--- src/rtl/lr_pkg.sv ---
package lr_pkg;

    // Item kinds on the command channel.
    typedef enum logic
    {
        KIND_START = 1'b0,
        KIND_STEP  = 1'b1
    } kind_t;

endpackage

--- src/rtl/lr_cmd_if.sv ---
interface lr_cmd_if
    import lr_pkg::*;
#(
    parameter int COLS = 128,
    parameter int ROWS = 32
);
    localparam int XW = $clog2(COLS);
    localparam int YW = $clog2(ROWS);

    logic          valid;
    logic          ready;
    kind_t         kind;
    logic [XW-1:0] first_x;
    logic [YW-1:0] first_y;
    logic [XW-1:0] second_x;
    logic [YW-1:0] second_y;

    modport source (output valid, kind, first_x, first_y, second_x, second_y, input ready);
    modport sink   (input valid, kind, first_x, first_y, second_x, second_y, output ready);

endinterface

--- src/rtl/lr_pix_if.sv ---
interface lr_pix_if
#(
    parameter int COLS = 128,
    parameter int ROWS = 32
);
    localparam int XW = $clog2(COLS);
    localparam int YW = $clog2(ROWS);

    logic          valid;
    logic          ready;
    logic [XW-1:0] pixel_x;
    logic [YW-1:0] pixel_y;
    logic          last;

    modport source (output valid, pixel_x, pixel_y, last, input ready);
    modport sink   (input valid, pixel_x, pixel_y, last, output ready);

endinterface

--- src/rtl/line_rasterizer_top.sv ---
// Bresenham line engine: a start item loads two endpoints, each step item on a busy line yields the next pixel.
// A pixel appears in the output register in the cycle after its item is accepted.
// Throughput: one item per cycle while the output is not stalled; the error-term add and compare are combinational.
// A stalled output register holds its pixel and blocks new items until it is taken.
// Reset clears the busy flag and the output valid; the line registers load on start.
module line_rasterizer_top
    import lr_pkg::*;
#(
    parameter int COLS = 128,
    parameter int ROWS = 32
)
(
    input  logic     clk,
    input  logic     rst_n,
    lr_cmd_if.sink   cmd,
    lr_pix_if.source pix
);

    localparam int XW = $clog2(COLS);
    localparam int YW = $clog2(ROWS);
    localparam int MW = (XW > YW) ? XW : YW;
    localparam int DW = MW + 2;

    // Line state.
    logic                 busy_reg, busy_next;
    logic [XW-1:0]        cur_x_reg, cur_x_next;
    logic [YW-1:0]        cur_y_reg, cur_y_next;
    logic [MW-1:0]        major_end_reg, major_end_next;
    logic [XW-1:0]        span_x_reg, span_x_next;
    logic [YW-1:0]        span_y_reg, span_y_next;
    logic                 steep_reg, steep_next;
    logic                 minor_down_reg, minor_down_next;
    logic signed [DW-1:0] decision_reg, decision_next;

    // Output register.
    logic                 pix_valid_reg, pix_valid_next;
    logic [XW-1:0]        pix_x_reg, pix_x_next;
    logic [YW-1:0]        pix_y_reg, pix_y_next;
    logic                 pix_last_reg, pix_last_next;

    logic                 accept;
    logic                 emit;

    // Start path signals.
    logic [XW-1:0]        ax, bx, sx, ex;
    logic [YW-1:0]        ay, by, sy, ey;
    logic [XW-1:0]        dx;
    logic [YW-1:0]        dy;
    logic                 st_steep;
    logic                 st_swap;
    logic                 st_last;

    // Step path signals.
    logic [MW-1:0]        major_span, minor_span, major_now, minor_now;
    logic [MW-1:0]        minor_new;
    logic                 sp_last;

    assign accept    = cmd.valid && cmd.ready;
    assign cmd.ready = !pix_valid_reg || pix.ready;

    assign pix.valid   = pix_valid_reg;
    assign pix.pixel_x = pix_x_reg;
    assign pix.pixel_y = pix_y_reg;
    assign pix.last    = pix_last_reg;

    // Clamp endpoints to the raster and order them along the major axis.
    always_comb
    begin
        ax = ({1'b0, cmd.first_x}  >= (XW+1)'(COLS)) ? XW'(COLS - 1) : cmd.first_x;
        bx = ({1'b0, cmd.second_x} >= (XW+1)'(COLS)) ? XW'(COLS - 1) : cmd.second_x;
        ay = ({1'b0, cmd.first_y}  >= (YW+1)'(ROWS)) ? YW'(ROWS - 1) : cmd.first_y;
        by = ({1'b0, cmd.second_y} >= (YW+1)'(ROWS)) ? YW'(ROWS - 1) : cmd.second_y;

        dx = (ax > bx) ? (ax - bx) : (bx - ax);
        dy = (ay > by) ? (ay - by) : (by - ay);
        st_steep = MW'(dy) > MW'(dx);
        st_swap  = st_steep ? (ay > by) : (ax > bx);

        if (st_swap)
        begin
            sx = bx; sy = by; ex = ax; ey = ay;
        end
        else
        begin
            sx = ax; sy = ay; ex = bx; ey = by;
        end
        st_last = st_steep ? (sy == ey) : (sx == ex);
    end

    // One Bresenham step from the current pixel.
    always_comb
    begin
        major_span = steep_reg ? MW'(span_y_reg) : MW'(span_x_reg);
        minor_span = steep_reg ? MW'(span_x_reg) : MW'(span_y_reg);
        major_now  = (steep_reg ? MW'(cur_y_reg) : MW'(cur_x_reg)) + MW'(1);
        minor_now  = steep_reg ? MW'(cur_x_reg) : MW'(cur_y_reg);
        sp_last    = (major_now == major_end_reg);
    end

    // Next-state selection for start and step items.
    always_comb
    begin
        busy_next       = busy_reg;
        cur_x_next      = cur_x_reg;
        cur_y_next      = cur_y_reg;
        major_end_next  = major_end_reg;
        span_x_next     = span_x_reg;
        span_y_next     = span_y_reg;
        steep_next      = steep_reg;
        minor_down_next = minor_down_reg;
        decision_next   = decision_reg;
        minor_new       = minor_now;
        emit            = 1'b0;
        pix_last_next   = 1'b0;

        if (accept)
        begin
            unique case (cmd.kind)
                KIND_START:
                begin
                    emit            = 1'b1;
                    cur_x_next      = sx;
                    cur_y_next      = sy;
                    span_x_next     = dx;
                    span_y_next     = dy;
                    steep_next      = st_steep;
                    busy_next       = !st_last;
                    pix_last_next   = st_last;
                    if (st_steep)
                    begin
                        major_end_next  = MW'(ey);
                        minor_down_next = (ex < sx);
                        decision_next   = $signed({(DW-1)'(dx), 1'b0}) - $signed(DW'(dy));
                    end
                    else
                    begin
                        major_end_next  = MW'(ex);
                        minor_down_next = (ey < sy);
                        decision_next   = $signed({(DW-1)'(dy), 1'b0}) - $signed(DW'(dx));
                    end
                end
                KIND_STEP:
                begin
                    if (busy_reg)
                    begin
                        emit = 1'b1;
                        if (decision_reg < 0)
                        begin
                            decision_next = decision_reg
                                          + $signed({(DW-1)'(minor_span), 1'b0});
                        end
                        else
                        begin
                            minor_new     = minor_down_reg ? (minor_now - MW'(1))
                                                           : (minor_now + MW'(1));
                            decision_next = decision_reg
                                          + $signed({(DW-1)'(minor_span), 1'b0})
                                          - $signed({(DW-1)'(major_span), 1'b0});
                        end
                        if (steep_reg)
                        begin
                            cur_y_next = major_now[YW-1:0];
                            cur_x_next = minor_new[XW-1:0];
                        end
                        else
                        begin
                            cur_x_next = major_now[XW-1:0];
                            cur_y_next = minor_new[YW-1:0];
                        end
                        pix_last_next = sp_last;
                        busy_next     = !sp_last;
                    end
                end
                default:
                begin
                    emit = 1'b0;
                end
            endcase
        end

        pix_x_next     = cur_x_next;
        pix_y_next     = cur_y_next;
        pix_valid_next = emit ? 1'b1 : (pix_valid_reg && !pix.ready);
    end

    // Control registers.
    always_ff @(posedge clk or negedge rst_n)
    begin
        if (!rst_n)
        begin
            busy_reg      <= 1'b0;
            pix_valid_reg <= 1'b0;
        end
        else
        begin
            busy_reg      <= busy_next;
            pix_valid_reg <= pix_valid_next;
        end
    end

    // Line and pixel registers.
    always_ff @(posedge clk)
    begin
        cur_x_reg      <= cur_x_next;
        cur_y_reg      <= cur_y_next;
        major_end_reg  <= major_end_next;
        span_x_reg     <= span_x_next;
        span_y_reg     <= span_y_next;
        steep_reg      <= steep_next;
        minor_down_reg <= minor_down_next;
        decision_reg   <= decision_next;
        if (emit)
        begin
            pix_x_reg    <= pix_x_next;
            pix_y_reg    <= pix_y_next;
            pix_last_reg <= pix_last_next;
        end
    end

endmodule

--- src/flat_wrapper.sv ---
// flat-port wrapper written by rule: the top's interface ports become plain ports
module line_rasterizer_top_flat import lr_pkg::*;
#(
    parameter int COLS = 128,
    parameter int ROWS = 32
)
  (clk, rst_n, cmd_valid, cmd_kind, cmd_first_x, cmd_first_y, cmd_second_x, cmd_second_y, cmd_ready, pix_valid, pix_pixel_x, pix_pixel_y, pix_last, pix_ready);
  lr_cmd_if #(.COLS(COLS), .ROWS(ROWS)) cmd_i ();
  lr_pix_if #(.COLS(COLS), .ROWS(ROWS)) pix_i ();
  input  logic clk;
  input  logic rst_n;
  input wire logic [$bits(cmd_i.valid)-1:0] cmd_valid;
  input wire logic [$bits(cmd_i.kind)-1:0] cmd_kind;
  input wire logic [$bits(cmd_i.first_x)-1:0] cmd_first_x;
  input wire logic [$bits(cmd_i.first_y)-1:0] cmd_first_y;
  input wire logic [$bits(cmd_i.second_x)-1:0] cmd_second_x;
  input wire logic [$bits(cmd_i.second_y)-1:0] cmd_second_y;
  output wire logic [$bits(cmd_i.ready)-1:0] cmd_ready;
  output wire logic [$bits(pix_i.valid)-1:0] pix_valid;
  output wire logic [$bits(pix_i.pixel_x)-1:0] pix_pixel_x;
  output wire logic [$bits(pix_i.pixel_y)-1:0] pix_pixel_y;
  output wire logic [$bits(pix_i.last)-1:0] pix_last;
  input wire logic [$bits(pix_i.ready)-1:0] pix_ready;
  assign cmd_i.valid = cmd_valid;
  assign cmd_i.kind = cmd_kind;
  assign cmd_i.first_x = cmd_first_x;
  assign cmd_i.first_y = cmd_first_y;
  assign cmd_i.second_x = cmd_second_x;
  assign cmd_i.second_y = cmd_second_y;
  assign cmd_ready = cmd_i.ready;
  assign pix_valid = pix_i.valid;
  assign pix_pixel_x = pix_i.pixel_x;
  assign pix_pixel_y = pix_i.pixel_y;
  assign pix_last = pix_i.last;
  assign pix_i.ready = pix_ready;
  line_rasterizer_top #(.COLS(COLS), .ROWS(ROWS)) u_core (.clk(clk), .rst_n(rst_n), .cmd(cmd_i), .pix(pix_i));
endmodule
--- config.mk ---
export PLATFORM = sky130hd
export DESIGN_NAME = line_rasterizer_top_flat
export DESIGN_NICKNAME = d
export VERILOG_FILES = /design/src/rtl/lr_pkg.sv /design/src/rtl/lr_cmd_if.sv /design/src/rtl/lr_pix_if.sv /design/src/rtl/line_rasterizer_top.sv /design/src/flat_wrapper.sv
export SDC_FILE = /design/constraint.sdc
export NUM_CORES = 1
export LEC_CHECK = 0
export ABC_CLOCK_PERIOD_IN_PS = 12700
export BUFFER_PORTS_ARGS = -buffer_cell sky130_fd_sc_hd__buf_4
export CAP_MARGIN = 20
export CORE_MARGIN = 2
export CORE_UTILIZATION = 58
export CTS_CLUSTER_SIZE = 10
export DETAILED_ROUTE_END_ITERATION = 6
export GPL_ROUTABILITY_DRIVEN = 1
export PLACE_DENSITY = 0.79
export SYNTH_ARGS = -nofsm -noshare
export SYNTH_HDL_FRONTEND = slang
export SYNTH_SLANG_ARGS = --single-unit
--- constraint.sdc ---
create_clock -name clk -period 12.7 [get_ports clk]
set_input_delay 1.905 -clock clk [delete_from_list [all_inputs] [get_ports clk]]
set_output_delay 1.905 -clock clk [all_outputs]
set_load 0.005 [all_outputs]
; ---- After elaboration in Yosys (flattened, before gate mapping)
; Index checks and enable logic that the tools add are counted.
[totals]
register_bits = 57
input_bits = 29
elab_cells = 81
[classes]
n_addsub = 11
magnitude_cmp = 6
n_eq_ne = 4
mux = 36
bitwise = 1
reduce_logical = 9
[ops]
columns = operator, count
row1 = $mux W7, 12
row2 = $mux W5, 7
row3 = $mux W9, 3
row4 = $pmux W9 S2, 1
row5 = $add A7 B1 Y7 const B, 2
row6 = $eq A7 B7 Y1, 2
row7 = $pmux W7 S2, 1
row8 = $sub A7 B7 Y7, 2
row9 = $pmux W5 S2, 1
row10 = $sub A5 B5 Y5, 2
row11 = $add A9 B9 Y9, 1
row12 = $lt A9 B1 Y1 const B, 1
row13 = $sub A8 B5 Y9, 1
row14 = $sub A9 B9 Y9, 1
row15 = $mux W1, 8
row16 = $sub A6 B7 Y8, 1
row17 = $gt A5 B7 Y1, 1
row18 = $gt A7 B7 Y1, 1
row19 = $lt A7 B7 Y1, 1
row20 = $sub A7 B1 Y7 const B, 1
row21 = $pmux W1 S2, 3
row22 = $eq A5 B5 Y1, 1
row23 = $gt A5 B5 Y1, 1
row24 = $lt A5 B5 Y1, 1
row25 = 6 further kinds, 11

; ---- Logic depth before layout (Yosys ltp)
[logic_depth]
ltp_word = 9
mapped_depth = 21
mapped_depth_nobuf = 18

; ---- Worst setup path before layout
; No wires, ideal clock.
[synth_timing]
kind = input to register
from = input port cmd_second_x[4]
to = register u_core.pix_x_reg[0], in the netlist u_core.pix.pixel_x[0] (data pin)
setup_time_ns = 0.317
arrival_ns = 6.125
slack_ns = 6.258
path_stages = 21
cell_sequence = inv_1 -> ha_1 -> buf_4 -> a211o_1 -> a21o_1 -> a21oi_4 -> clkbuf_1 -> mux2i_1 -> xnor2_1 -> inv_1 -> ha_1 -> a21o_1 -> a21oi_1 -> inv_1 -> nand3_1 -> a2bb2oi_2 -> a2111oi_4 -> mux2i_2 -> buf_6 -> mux2i_1 -> a21oi_1
[synth_between]
elab_chain_cells = 7
elab_cells_between_ends = 9
classes_between = add/sub (2) / order compare (2) / mux (5)
[synth_rtl]
columns = item, line_no
row1 = "start, declared", flat_wrapper.sv:16  ; input wire logic [$bits(cmd_i.second_x)-1:0] cmd_second_x;
row2 = $gt A7 B7 Y1, line_rasterizer_top.sv:74  ; dx = (ax > bx) ? (ax - bx) : (bx - ax);
row3 = $mux W7, line_rasterizer_top.sv:74
row4 = named net u_core.dx[3], line_rasterizer_top.sv:47  ; logic [XW-1:0] dx;
row5 = $gt A5 B7 Y1, line_rasterizer_top.sv:76  ; st_steep = MW'(dy) > MW'(dx);
row6 = $mux W1, line_rasterizer_top.sv:77  ; st_swap = st_steep ? (ay > by) : (ax > bx);
row7 = $mux W7, line_rasterizer_top.sv:79  ; if (st_swap)
row8 = $pmux W7 S2, line_rasterizer_top.sv:118  ; unique case (cmd.kind)
row9 = $mux W7, line_rasterizer_top.sv:116  ; if (accept)
row10 = named net u_core.cur_x_next[0], line_rasterizer_top.sv:26  ; logic [XW-1:0] cur_x_reg, cur_x_next;
row11 = "end signal, assigned", line_rasterizer_top.sv:214  ; pix_x_reg <= pix_x_next;
row12 = "end, declared", line_rasterizer_top.sv:37  ; logic [XW-1:0] pix_x_reg, pix_x_next;
; The timed path passes the listed nets, and every way through them passes these cells.
; A chain may end at the register's enable or synchronous reset.

; ---- Worst setup path in the final report
[layout_timing]
from = input port cmd_second_y[3]
to = register u_core.pix_y_reg[2], in the netlist u_core.pix.pixel_y[2] (data pin)
[layout_between]
elab_chain_cells = 7
elab_cells_between_ends = 9
classes_between = add/sub (2) / order compare (2) / mux (5)
[layout_rtl]
columns = item, line_no
row1 = "start, declared", flat_wrapper.sv:17  ; input wire logic [$bits(cmd_i.second_y)-1:0] cmd_second_y;
row2 = $sub A5 B5 Y5 or $gt A5 B5 Y1 (tied branches), line_rasterizer_top.sv:75  ; dy = (ay > by) ? (ay - by) : (by - ay);
row3 = $mux W5 (*), line_rasterizer_top.sv:75
row4 = named net u_core.dy[3], line_rasterizer_top.sv:48  ; logic [YW-1:0] dy;
row5 = $gt A5 B7 Y1 (*), line_rasterizer_top.sv:76
row6 = $mux W1 (*), line_rasterizer_top.sv:77
row7 = $mux W5 (*), line_rasterizer_top.sv:79
row8 = $pmux W5 S2 (*), line_rasterizer_top.sv:118
row9 = $mux W5 (*), line_rasterizer_top.sv:116
row10 = named net u_core.cur_y_next[2], line_rasterizer_top.sv:27  ; logic [YW-1:0] cur_y_reg, cur_y_next;
row11 = "end signal, assigned", line_rasterizer_top.sv:215  ; pix_y_reg <= pix_y_next;
row12 = "end, declared", line_rasterizer_top.sv:38  ; logic [YW-1:0] pix_y_reg, pix_y_next;
; The timed path passes the listed nets; every way through them passes the cells marked *.

==> metrics <==
Slew Limit Fails=0; Placer Congestion=0.932; Primary FF master, synth=edfxtp_1; period utilisation layout=0.525; Final Hold Viols=0; CP Capture Type=register; minimum clock period=approximately 6.7 ns; # setup viols final=0; I/O pin count=44; max_cap viols=0; static leakage=2.64 nW; CTS Buffer Depth=2; placed cell count=just over 800; post-synthesis compound-gate area fraction=0.227; antenna viol nets, final=0; share of post-route cells with drive strength above 1=0.121; top post-synthesis cells by area=edfxtp_1 22%, ha_1 11%, mux2i_1 5.0%; post-detail-place hpwl=between 10000 and 15000 um; vias=roughly 5200; WHS=approximately 0.56 ns; Synthesized Nets=between 700 and 800; total power=between 1 and 1.5 mW; aggregate global routing overflow=0; clock skew=between 0.009 and 0.01 ns; Util after Layout=0.647; Cell Chain, Critical Path=buf_4 > inv_1 > ha_1 > and4_1 > o2bb2ai_1 > nor2_1 > a211oi_1 > a31oi_1 > xor2_1 > ha_1 > nand3_1 > a211oi_1 > o22ai_1 > a2111oi_4 > mux2i_2 > buf_4 > nor3_1 > a311oi_1; warnings from Yosys=0; multiplexer share of the synthesized area=0.0792; Total Wirelength=~15000 um; Setup WS pre-CTS=about 5.9 ns; FF+latch count, synth=56; Max Clk Rate=150 MHz; synthesized area per cell=just under 9 um^2; routed length per instance=between 15 and 20 um; die area=~11000 um^2; vias in the first global route=between 4000 and 5000; Die W=~100 um; Post-CTS Resized=0; Syn Inst Count=between 600 and 700; simple-gate share of the synthesized area=0.154; CP Class=primary input to register; CP max-delay cell=nor2_1; IO Port Bufs=between 40 and 50; initial antenna violation count=0; Post-Syn Area=5860 um^2; Synth top area share=0.215; post-synthesis sequential area ratio=0.265; Largest register FFs=8; clock latency on the worst-skew pair=about 0.32 ns; post-cts hold buffer count=0; Synth-to-Final Area Change=7.92%; CP startpoint kind=primary input; Async SR Flop Fraction=0.0357; largest net degree at the start of global routing=37; Residual DRC=0; XOR/XNOR share of the synthesized area=0.0660; crit path max fanout=26; hold crit path type=register to register; EDFF count, synth=between 40 and 50; clock-pin slew on the worst setup and hold paths=approximately 0.10 ns; Yosys top cell by area=edfxtp_1; Initial DRC Count=440; Sw Ratio=0.457; Overall Global Routing Usage=0.280; fill cell count=873; Placeable Area=slightly below 10000 um^2; Synth Area in Adders=0.144; root buffer selected by CTS=clkbuf_8; non-filler instance count after layout=between 800 and 900; status=complete, no violations; TritonCTS clock tree=done; Slew headroom=0.421; Critical Path RT=between 10 and 15 ns; CTS H-tree depth=2; internal power=0.616 mW; Via-to-Cell Ratio=roughly 6.2; Post CTS Setup Buffer Count=0; WP data arrival=between 6 and 7 ns; IR drop worst, VDD=approximately 0.077 mV; largest family of logic cells by synthesized area=compound AO/OA/AOI/OAI gates; Row Count=36; first-pass GRT wire length=about 25000 um; Seq pwr share=0.268; Psw=0.517 mW; Nets=between 700 and 800; area post-placement=6240 um^2; Finished Cell Area=approximately 6300 um^2; most frequent cell after synthesis=inv_1; cts bufs inserted=5; drt pass-1 iters=5; Final WS setup=6.03 ns; die height=105 um; setup_tns=0 ns; Comb power frac=0.647; crit-path max cell delay=around 0.66 ns; Initial Util=0.599; Clock power frac=0.085; synth unique cells=just over 70; Synth top cells by count=61 x inv_1, 60 x nand2_1, 53 x a21oi_1, 53 x ha_1, 42 x edfxtp_1; ant diodes=0; clk sinks=56; Pwr Density=about 180 nW/um^2; RSZ-0062 raised after global routing=no; Least-Margin Pin Slew=approximately 0.87 ns
==> layer usage <==
metal / GRT usage / wire (um) / up-vias
li1: - / - / 2523
met1: 0.404 / 6970 / 2410
met2: 0.444 / 6800 / 230
met3: 0.0288 / 966 / 24
met4: 0.0820 / 322 / 0
met5: 0 / 0 / -
==> worst max-delay path: cells and delay by family <==
family / cells / cell delay [ns]
buf+inv: 3 / 0.51
mux: 1 / 0.25
compound gates: 7 / 1.78
xor+xnor: 1 / 0.43
fa+ha+maj: 2 / 0.65
simple gates: 4 / 1.17
==> power by group through the flow <==
stage / Combinational [mW] / Clock (mW) / Sequential (mW)
global placement: 0.692 / 0 / 0.305
finish: 0.733 / 0.0963 / 0.304
floorplan: 0.567 / 0 / 0.288
global route: 0.817 / 0.105 / 0.309
CTS: 0.723 / 0.0975 / 0.302
detailed placement: 0.717 / 0 / 0.306
==> logic make-up (layout without fill, tap and decap cells) <==
family / after synthesis / after routing
compound gates: 193 / 193
simple gates: 185 / 185
buf+inv: 92 / 117
fa+ha+maj: 64 / 64
flops: 56 / 56
mux: 44 / 44
xor+xnor: 42 / 42
==> placed cells by master, fill, tap and decap left out, types with 29 or more instances in the layout <==
master / instances
nor2_1: 34
inv_1: 61
mux2i_1: 29
xnor2_1: 31
nand2_1: 60
buf_4: 48
a21oi_1: 53
ha_1: 53
edfxtp_1: 42
o21ai_0: 30
==> area by class of cell <==
cell class,count,area [um^2],area share
clock buffers,6,72.6,0.0115
repair buffers,48,360,0.0570
multi-input cells,528,3930,0.622
clock inverters,2,12.5,0.00198
inverters,61,229,0.0362
well taps,133,166,0.0263
flip-flops and latches,56,1550,0.245
==> final timing paths <==
check,depth (start not counted),startpoint,to,slack [ns]
worst max-delay path,18,cmd_second_y[3],u_core.pix.pixel_y[2]$_DFFE_PP_,6.03
worst min-delay path,2,u_core.pix.valid$_DFF_PN0_,u_core.pix.valid$_DFF_PN0_,0.56
worst max register to register,13,u_core.steep_reg$_DFFE_PP_,u_core.decision_reg[8]$_DFFE_PP_,8.76
worst min register to register,2,u_core.pix.valid$_DFF_PN0_,u_core.pix.valid$_DFF_PN0_,0.56
max in group asynchronous,1,rst_n,u_core.busy_reg$_DFFE_PN0P_,11.26
min in group asynchronous,1,rst_n,u_core.pix.valid$_DFF_PN0_,1.35
Note: power is estimated with default switching activity, not from simulation.
